## config.mk

```make
export PLATFORM = sky130hd
export DESIGN_NAME = wrhc_ctrl
export DESIGN_NICKNAME = d
export VERILOG_FILES = /design/src/sv/wrhc_pkg.sv /design/src/sv/wrhc_ctrl.sv
export SDC_FILE = /design/constraint.sdc
export NUM_CORES = 1
export LEC_CHECK = 0
export BUFFER_PORTS_ARGS = -buffer_cell sky130_fd_sc_hd__buf_2
export CAP_MARGIN = 0
export CORE_MARGIN = 2
export CORE_UTILIZATION = 50
export CTS_CLUSTER_DIAMETER = 150
export DETAILED_ROUTE_END_ITERATION = 16
export PLACE_DENSITY = 0.79
export SYNTH_ARGS = -nofsm -noshare
export SYNTH_HDL_FRONTEND = slang
export SYNTH_SLANG_ARGS = --single-unit
```

## constraint.sdc

```tcl
create_clock -name clk -period 2.05 [get_ports clk]
set_clock_uncertainty 0.15 [all_clocks]
set_input_delay 0.1025 -clock clk [delete_from_list [all_inputs] [get_ports clk]]
set_output_delay 0.1025 -clock clk [all_outputs]
set_load 0.02 [all_outputs]
```

## src/sv/wrhc_pkg.sv

```systemverilog
// ----------------------------------------------------------------------------
// wrhc_pkg
// shared types and constants of the wildcard rule hash cache
// ----------------------------------------------------------------------------
package wrhc_pkg;

  localparam int KEY_W   = 64;
  localparam int EVENT_W = 16;
  localparam logic [KEY_W-1:0] GOLDEN = 64'h9e37_79b9_7f4a_7c15;

  typedef enum logic [2:0] {
    ACT_BEGIN   = 3'd0,
    ACT_STAGE   = 3'd1,
    ACT_PREPARE = 3'd2,
    ACT_PUBLISH = 3'd3,
    ACT_ABORT   = 3'd4,
    ACT_RESET   = 3'd5,
    ACT_LOOKUP  = 3'd6,
    ACT_RSVD    = 3'd7
  } action_t;

  typedef enum logic [2:0] {
    ST_OK       = 3'd0,
    ST_INVALID  = 3'd1,
    ST_PERM     = 3'd2,
    ST_ALREADY  = 3'd3,
    ST_TOO_MANY = 3'd4,
    ST_EXISTS   = 3'd5
  } status_t;

  typedef enum logic [1:0] {
    CFG_CUR_GEN    = 2'd0,
    CFG_DOMAIN_ANY = 2'd1,
    CFG_SEL_ANY    = 2'd2
  } cfg_idx_t;

  typedef struct packed {
    logic       load;
    logic       hash_start;
    logic       mix_step;
    logic       mod_step;
    logic       probe_start;
    logic       probe_adv;
    logic       rd;
    logic       ins;
    logic       clr_init;
    logic       clr_step;
    logic       beg;
    logic       pub;
    logic       fin;
    logic       bank;
    logic [2:0] variant;
    status_t    st;
    logic       found;
  } cmd_t;

  typedef struct packed {
    action_t action;
    logic    gen_zero;
    logic    gen_eq_stg;
    logic    act_gen_match;
    logic    cnt_full;
    logic    ans_bad;
    logic    mix_last;
    logic    mod_last;
    logic    clr_last;
    logic    used_q;
    logic    key_hit;
    logic    probe_full;
  } sts_t;

  // wildcard variant order: bit0 subject, bit1 object, bit2 selector
  function automatic logic [2:0] probe_variant(input logic [2:0] idx);
    logic [2:0] w;
    case (idx)
      3'd3:    w = 3'd4;
      3'd4:    w = 3'd3;
      default: w = idx;
    endcase
    return w;
  endfunction

endpackage

```

## src/sv/wrhc_ctrl.sv

```systemverilog
// ----------------------------------------------------------------------------
// wrhc_ctrl
// sequencer: action decode, bank flags, hash/probe/clear stepping
// ----------------------------------------------------------------------------
module wrhc_ctrl (
  input  logic          clk,
  input  logic          rst_n,
  input  logic          start,
  output logic          busy,
  input  wrhc_pkg::sts_t sts,
  output wrhc_pkg::cmd_t cmd
);
  import wrhc_pkg::*;

  typedef enum logic [7:0] {
    S_CLEAR  = 8'b0000_0001,
    S_IDLE   = 8'b0000_0010,
    S_DECIDE = 8'b0000_0100,
    S_MIX    = 8'b0000_1000,
    S_MOD    = 8'b0001_0000,
    S_RD     = 8'b0010_0000,
    S_CMP    = 8'b0100_0000,
    S_BCLR   = 8'b1000_0000
  } state_t;

  state_t     state_r, state_nxt;
  logic       act_valid_r, act_valid_nxt;
  logic       stg_valid_r, stg_valid_nxt;
  logic       prep_valid_r, prep_valid_nxt;
  logic       act_bank_r, act_bank_nxt;
  logic [2:0] var_idx_r, var_idx_nxt;
  logic       is_stage;

  assign busy     = (state_r != S_IDLE);
  assign is_stage = (sts.action == ACT_STAGE);

  always_comb begin
    state_nxt      = state_r;
    act_valid_nxt  = act_valid_r;
    stg_valid_nxt  = stg_valid_r;
    prep_valid_nxt = prep_valid_r;
    act_bank_nxt   = act_bank_r;
    var_idx_nxt    = var_idx_r;
    cmd            = '0;
    cmd.st         = ST_OK;
    cmd.bank       = is_stage ? ~act_bank_r : act_bank_r;
    cmd.variant    = probe_variant(var_idx_r);
    case (state_r)
      S_CLEAR: begin
        cmd.clr_step = 1'b1;
        if (sts.clr_last) state_nxt = S_IDLE;
      end
      S_IDLE: begin
        if (start) begin
          cmd.load  = 1'b1;
          state_nxt = S_DECIDE;
        end
      end
      S_DECIDE: begin
        state_nxt = S_IDLE;
        case (sts.action)
          ACT_BEGIN: begin
            if (sts.gen_zero) begin
              cmd.fin = 1'b1;
              cmd.st  = ST_INVALID;
            end else if (stg_valid_r || prep_valid_r) begin
              cmd.fin = 1'b1;
              cmd.st  = ST_ALREADY;
            end else begin
              cmd.beg       = 1'b1;
              cmd.clr_init  = 1'b1;
              cmd.bank      = ~act_bank_r;
              stg_valid_nxt = 1'b1;
              state_nxt     = S_BCLR;
            end
          end
          ACT_STAGE: begin
            if (!stg_valid_r) begin
              cmd.fin = 1'b1;
              cmd.st  = ST_PERM;
            end else if (sts.cnt_full) begin
              cmd.fin = 1'b1;
              cmd.st  = ST_TOO_MANY;
            end else if (sts.ans_bad) begin
              cmd.fin = 1'b1;
              cmd.st  = ST_INVALID;
            end else begin
              cmd.hash_start = 1'b1;
              cmd.variant    = 3'd0;
              var_idx_nxt    = 3'd0;
              state_nxt      = S_MIX;
            end
          end
          ACT_PREPARE: begin
            cmd.fin = 1'b1;
            if (!stg_valid_r || !sts.gen_eq_stg || prep_valid_r) begin
              cmd.st = ST_PERM;
            end else begin
              stg_valid_nxt  = 1'b0;
              prep_valid_nxt = 1'b1;
            end
          end
          ACT_PUBLISH: begin
            cmd.fin = 1'b1;
            if (!prep_valid_r || !sts.gen_eq_stg) begin
              cmd.st = ST_PERM;
            end else begin
              cmd.pub        = 1'b1;
              act_bank_nxt   = ~act_bank_r;
              act_valid_nxt  = 1'b1;
              prep_valid_nxt = 1'b0;
            end
          end
          ACT_ABORT: begin
            cmd.fin        = 1'b1;
            stg_valid_nxt  = 1'b0;
            prep_valid_nxt = 1'b0;
          end
          ACT_RESET: begin
            cmd.fin        = 1'b1;
            stg_valid_nxt  = 1'b0;
            prep_valid_nxt = 1'b0;
            act_valid_nxt  = 1'b0;
          end
          ACT_LOOKUP: begin
            if (act_valid_r && sts.act_gen_match) begin
              cmd.hash_start = 1'b1;
              cmd.variant    = 3'd0;
              var_idx_nxt    = 3'd0;
              state_nxt      = S_MIX;
            end else begin
              cmd.fin = 1'b1;
            end
          end
          default: begin
            cmd.fin = 1'b1;
            cmd.st  = ST_INVALID;
          end
        endcase
      end
      S_MIX: begin
        cmd.mix_step = 1'b1;
        if (sts.mix_last) state_nxt = S_MOD;
      end
      S_MOD: begin
        cmd.mod_step = 1'b1;
        if (sts.mod_last) begin
          cmd.probe_start = 1'b1;
          state_nxt       = S_RD;
        end
      end
      S_RD: begin
        cmd.rd    = 1'b1;
        state_nxt = S_CMP;
      end
      S_CMP: begin
        if (sts.used_q && sts.key_hit) begin
          cmd.fin   = 1'b1;
          cmd.st    = is_stage ? ST_EXISTS : ST_OK;
          cmd.found = !is_stage;
          state_nxt = S_IDLE;
        end else if (!sts.used_q && is_stage) begin
          cmd.ins   = 1'b1;
          cmd.fin   = 1'b1;
          state_nxt = S_IDLE;
        end else if (sts.used_q && !sts.probe_full) begin
          cmd.probe_adv = 1'b1;
          state_nxt     = S_RD;
        end else if (is_stage) begin
          cmd.fin   = 1'b1;
          cmd.st    = ST_TOO_MANY;
          state_nxt = S_IDLE;
        end else if (var_idx_r == 3'd7) begin
          cmd.fin   = 1'b1;
          state_nxt = S_IDLE;
        end else begin
          var_idx_nxt    = var_idx_r + 3'd1;
          cmd.hash_start = 1'b1;
          cmd.variant    = probe_variant(var_idx_r + 3'd1);
          state_nxt      = S_MIX;
        end
      end
      S_BCLR: begin
        cmd.clr_step = 1'b1;
        if (sts.clr_last) begin
          cmd.fin   = 1'b1;
          state_nxt = S_IDLE;
        end
      end
      default: state_nxt = S_IDLE;
    endcase
  end

  always_ff @(posedge clk) begin
    if (!rst_n) begin
      state_r      <= S_CLEAR;
      act_valid_r  <= 1'b0;
      stg_valid_r  <= 1'b0;
      prep_valid_r <= 1'b0;
      act_bank_r   <= 1'b0;
      var_idx_r    <= 3'd0;
    end else begin
      state_r      <= state_nxt;
      act_valid_r  <= act_valid_nxt;
      stg_valid_r  <= stg_valid_nxt;
      prep_valid_r <= prep_valid_nxt;
      act_bank_r   <= act_bank_nxt;
      var_idx_r    <= var_idx_nxt;
    end
  end

endmodule

```

==> impl_metrics.env <==
export IMPL_status="complete, but fails checks"
export IMPL_violations="negative setup slack"
export IMPL_cts_buffers=3
export IMPL_power_density_cell_area_nw_per_um2=326.8
export IMPL_rsz0062_at_grt="true"
export IMPL_overflow=0
export IMPL_maxSlewViolCount=0
export IMPL_synth_cells=163
export IMPL_ys_flop_type="dfxtp_1"
export IMPL_antenna_left=0
export IMPL_die_h_um=53.65
export IMPL_postLayoutSetupSlackWorst_ps=-232.6
export IMPL_vias=1678
export IMPL_rows=17
export IMPL_final_cell_mix="buf_4 (37), buf_2 (25), nand2_1 (16), nor2_1 (15), a21oi_1 (13)"
export IMPL_hold_ws_ps=37.40
export IMPL_yosys_area_share_simple_pct=38.38
export IMPL_io_buffer_count=38
export IMPL_die_area_um2=2878
export IMPL_hold_depth=3
export IMPL_num_io_pins=39
export IMPL_drcViolationCount=0
export IMPL_drt_pass1_iter_count=13
export IMPL_post_route_period_util_pct=111.3
export IMPL_final_nets=255
export IMPL_post_place_ws_ps=73.19
export IMPL_diodes=0
export IMPL_grt_pass1_vias=1440
export IMPL_hold_class="input port to flop"
export IMPL_report_final_setup_viol=18
export IMPL_avgRoutedWirePerCell_um=18.83
export IMPL_vdd_ir_drop_max_uv=381.5
export IMPL_synth_edf_count=0
export IMPL_path_cells="nor4bb_2, o21ai_0, a32o_2, o21bai_1, buf_4"
export IMPL_hpwl_um=2789
export IMPL_fmax_mhz=438.1
export IMPL_avgSynthCellArea_um2=7.561
export IMPL_p_leak_nw=0.8667
export IMPL_synthAdderAreaFrac_pct=4.061
export IMPL_hold_viol_final=0
export IMPL_n_fill_cell=105
export IMPL_numClockSinks=15
export IMPL_drtIter0Drc=127
export IMPL_cpPeakStageDelay_ps=480
export IMPL_cp_max_fo=4
export IMPL_cts_root_buffer="clkbuf_4"
export IMPL_synth_compound_area_share_pct=23.55
export IMPL_layout_commonest_cell="buf_4"
export IMPL_critical_path_class="flop to output pin"
export IMPL_ys_types=45
export IMPL_cts_tree="built"
export IMPL_die_w_um=53.65
export IMPL_cap_viol_max_count=0
export IMPL_antenna_found_initial=0
export IMPL_synthArstFlopShare_pct=0
export IMPL_htree_levels=1
export IMPL_muxShareOfSynthArea_pct=2.437
export IMPL_end_kind="output pin"
export IMPL_synth_top_family_by_area="simple AND/OR/NAND/NOR gates"
export IMPL_relSlewSlack_pct=60.45
export IMPL_grt_use_total_pct=33.04
export IMPL_ff2ff_path_depth=7
export IMPL_initial_core_util_pct=54.15
export IMPL_synthesis_area_um2=1232
export IMPL_drive_above_1_share_pct=49.36
export IMPL_grt_pass1_wl_um=6762
export IMPL_synth_seq_area_share_pct=24.37
export IMPL_cpMaxStageDelayCell="nor4bb_2"
export IMPL_synthXorXnorAreaFrac_pct=1.421
export IMPL_clkLatencyLatePin_ps=310
export IMPL_synth_seq_cells=15
export IMPL_ys_warn_count=0
export IMPL_syn2layout_area_growth_pct=57.26
export IMPL_min_period_ps=2283
export IMPL_crit_required_ps=1800
export IMPL_syn_nets=184
export IMPL_grt_max_degree=11
export IMPL_place_congestion=0.9366
export IMPL_routed_wl_um=4915
export IMPL_critical_path_arrival_ps=2030
export IMPL_path_clk_slew_ps=90
export IMPL_cp_start_kind="flop"
export IMPL_worst_pin_slew_ps=591.1
export IMPL_cts_max_path_buffers=2
export IMPL_coreArea_um2=2276
export IMPL_vias_per_cell=6.429
-- metrics by stage --
step           utilization, %  cells  power [W]  instance area [um^2]  TNS [ps]
3_5_place_dp            66.19    234  0.0004203                  1506         0
4_1_cts                 75.76    251  0.0006113                  1724    -140.9
5_1_grt                 85.16    261  0.0006527                  1938     -2854
6_report                85.16    261  0.0006334                  1938     -1404
2_1_floorplan               -    163  0.0003682                  1232         0
3_3_place_gp            66.19    234  0.0004176                  1506         0
-- cell families (layout without fill, tap and decap cells) --
group	count (synthesis)	count (layout)
AO/OA/AOI/OAI	44	44
multiplexers	3	3
AND/OR/NAND/NOR	79	79
flip-flops	15	15
adder cells (fa/ha/maj)	4	4
XOR/XNOR	2	2
buffers and inverters	16	86
-- worst paths after layout --
kind	from	end	slack, ps
max reg2reg	state_r[5]	stg_valid_r	-80
min	sts[4]	state_r[4]	40
min reg2reg	act_valid_r	act_valid_r	370
max	stg_valid_r	cmd[8]	-230
-- Yosys cell counts, types with 2 or more instances --
cell type   n  area share [%]
mux2i_1     3             2.4
o21ai_0     7             2.8
o22ai_1     4             2.0
a22oi_1     2             1.2
nor2b_1     2             1.0
nand3b_1    3             1.8
nand3_1     6             2.4
and2_1      7             3.6
nor4_4      2             3.5
a21oi_1    17             6.9
nand4b_1    6             4.3
and4b_1     3             2.4
dfxtp_1    15              24
nand2b_1    3             1.5
nor3_1      5             2.0
nor2_1     16             4.9
and3_1      2             1.0
nor4_1      3             1.5
buf_4       2             1.2
ha_1        4             4.1
inv_1       9             2.7
nand2_1    16             4.9
o21bai_1    2             1.2
buf_2       3             1.2
-- routing by layer --
metal / wire [um] / track usage, % / vias up
li1: - / - / 747
met1: 1857 / 40.44 / 769
met2: 2328 / 54.12 / 143
met3: 599 / 6.667 / 19
met4: 129 / 17.95 / 0
met5: 0 / 0 / -
-- worst max-delay path, delay by kind of cell (launching register included) --
kind / cells / cell delay, ps
AOI/OAI and AO/OA: 3 / 710
buffers and inverters: 1 / 160
DFF: 1 / 370
and+or+nand+nor: 1 / 480
-- where the power goes --
part / switching [W] / total, W / internal [W] / leakage [nW]
Combinational: 0.0000867 / 0.000147 / 0.0000599 / 0.725
Clock: 0.000114 / 0.000190 / 0.0000763 / 0.0150
Sequential: 0.00000756 / 0.000297 / 0.000289 / 0.127
Total: 0.000208 / 0.000633 / 0.000426 / 0.867
-- sequential cells by signal (all words and copies together) (netlist names) --
| name | flops |
|---|---|
| var_idx_r | 3 |
| stg_valid_r | 1 |
| state_r | 8 |
| act_bank_r | 1 |
| prep_valid_r | 1 |
| act_valid_r | 1 |
-- what timing repair did --
action                                  CTS  global route
endpoints found under the setup margin   12            23
pin swaps                                10            14
resized for setup                        30            39
hold endpoints to repair                  6             0
setup buffers                            10            10
hold buffers                              3             0
-- cell type report --
cell class	instances	area, um^2	share of cell area [%]
Clock buffer	4	26.28	1.356
Inverter	10	37.54	1.937
Multi-Input combinational cell	132	1005	51.84
Sequential cell	15	322.8	16.66
Tap cell	28	35.03	1.808
Timing Repair Buffer	72	511.7	26.40
Note: power is estimated with default switching activity, not from simulation.
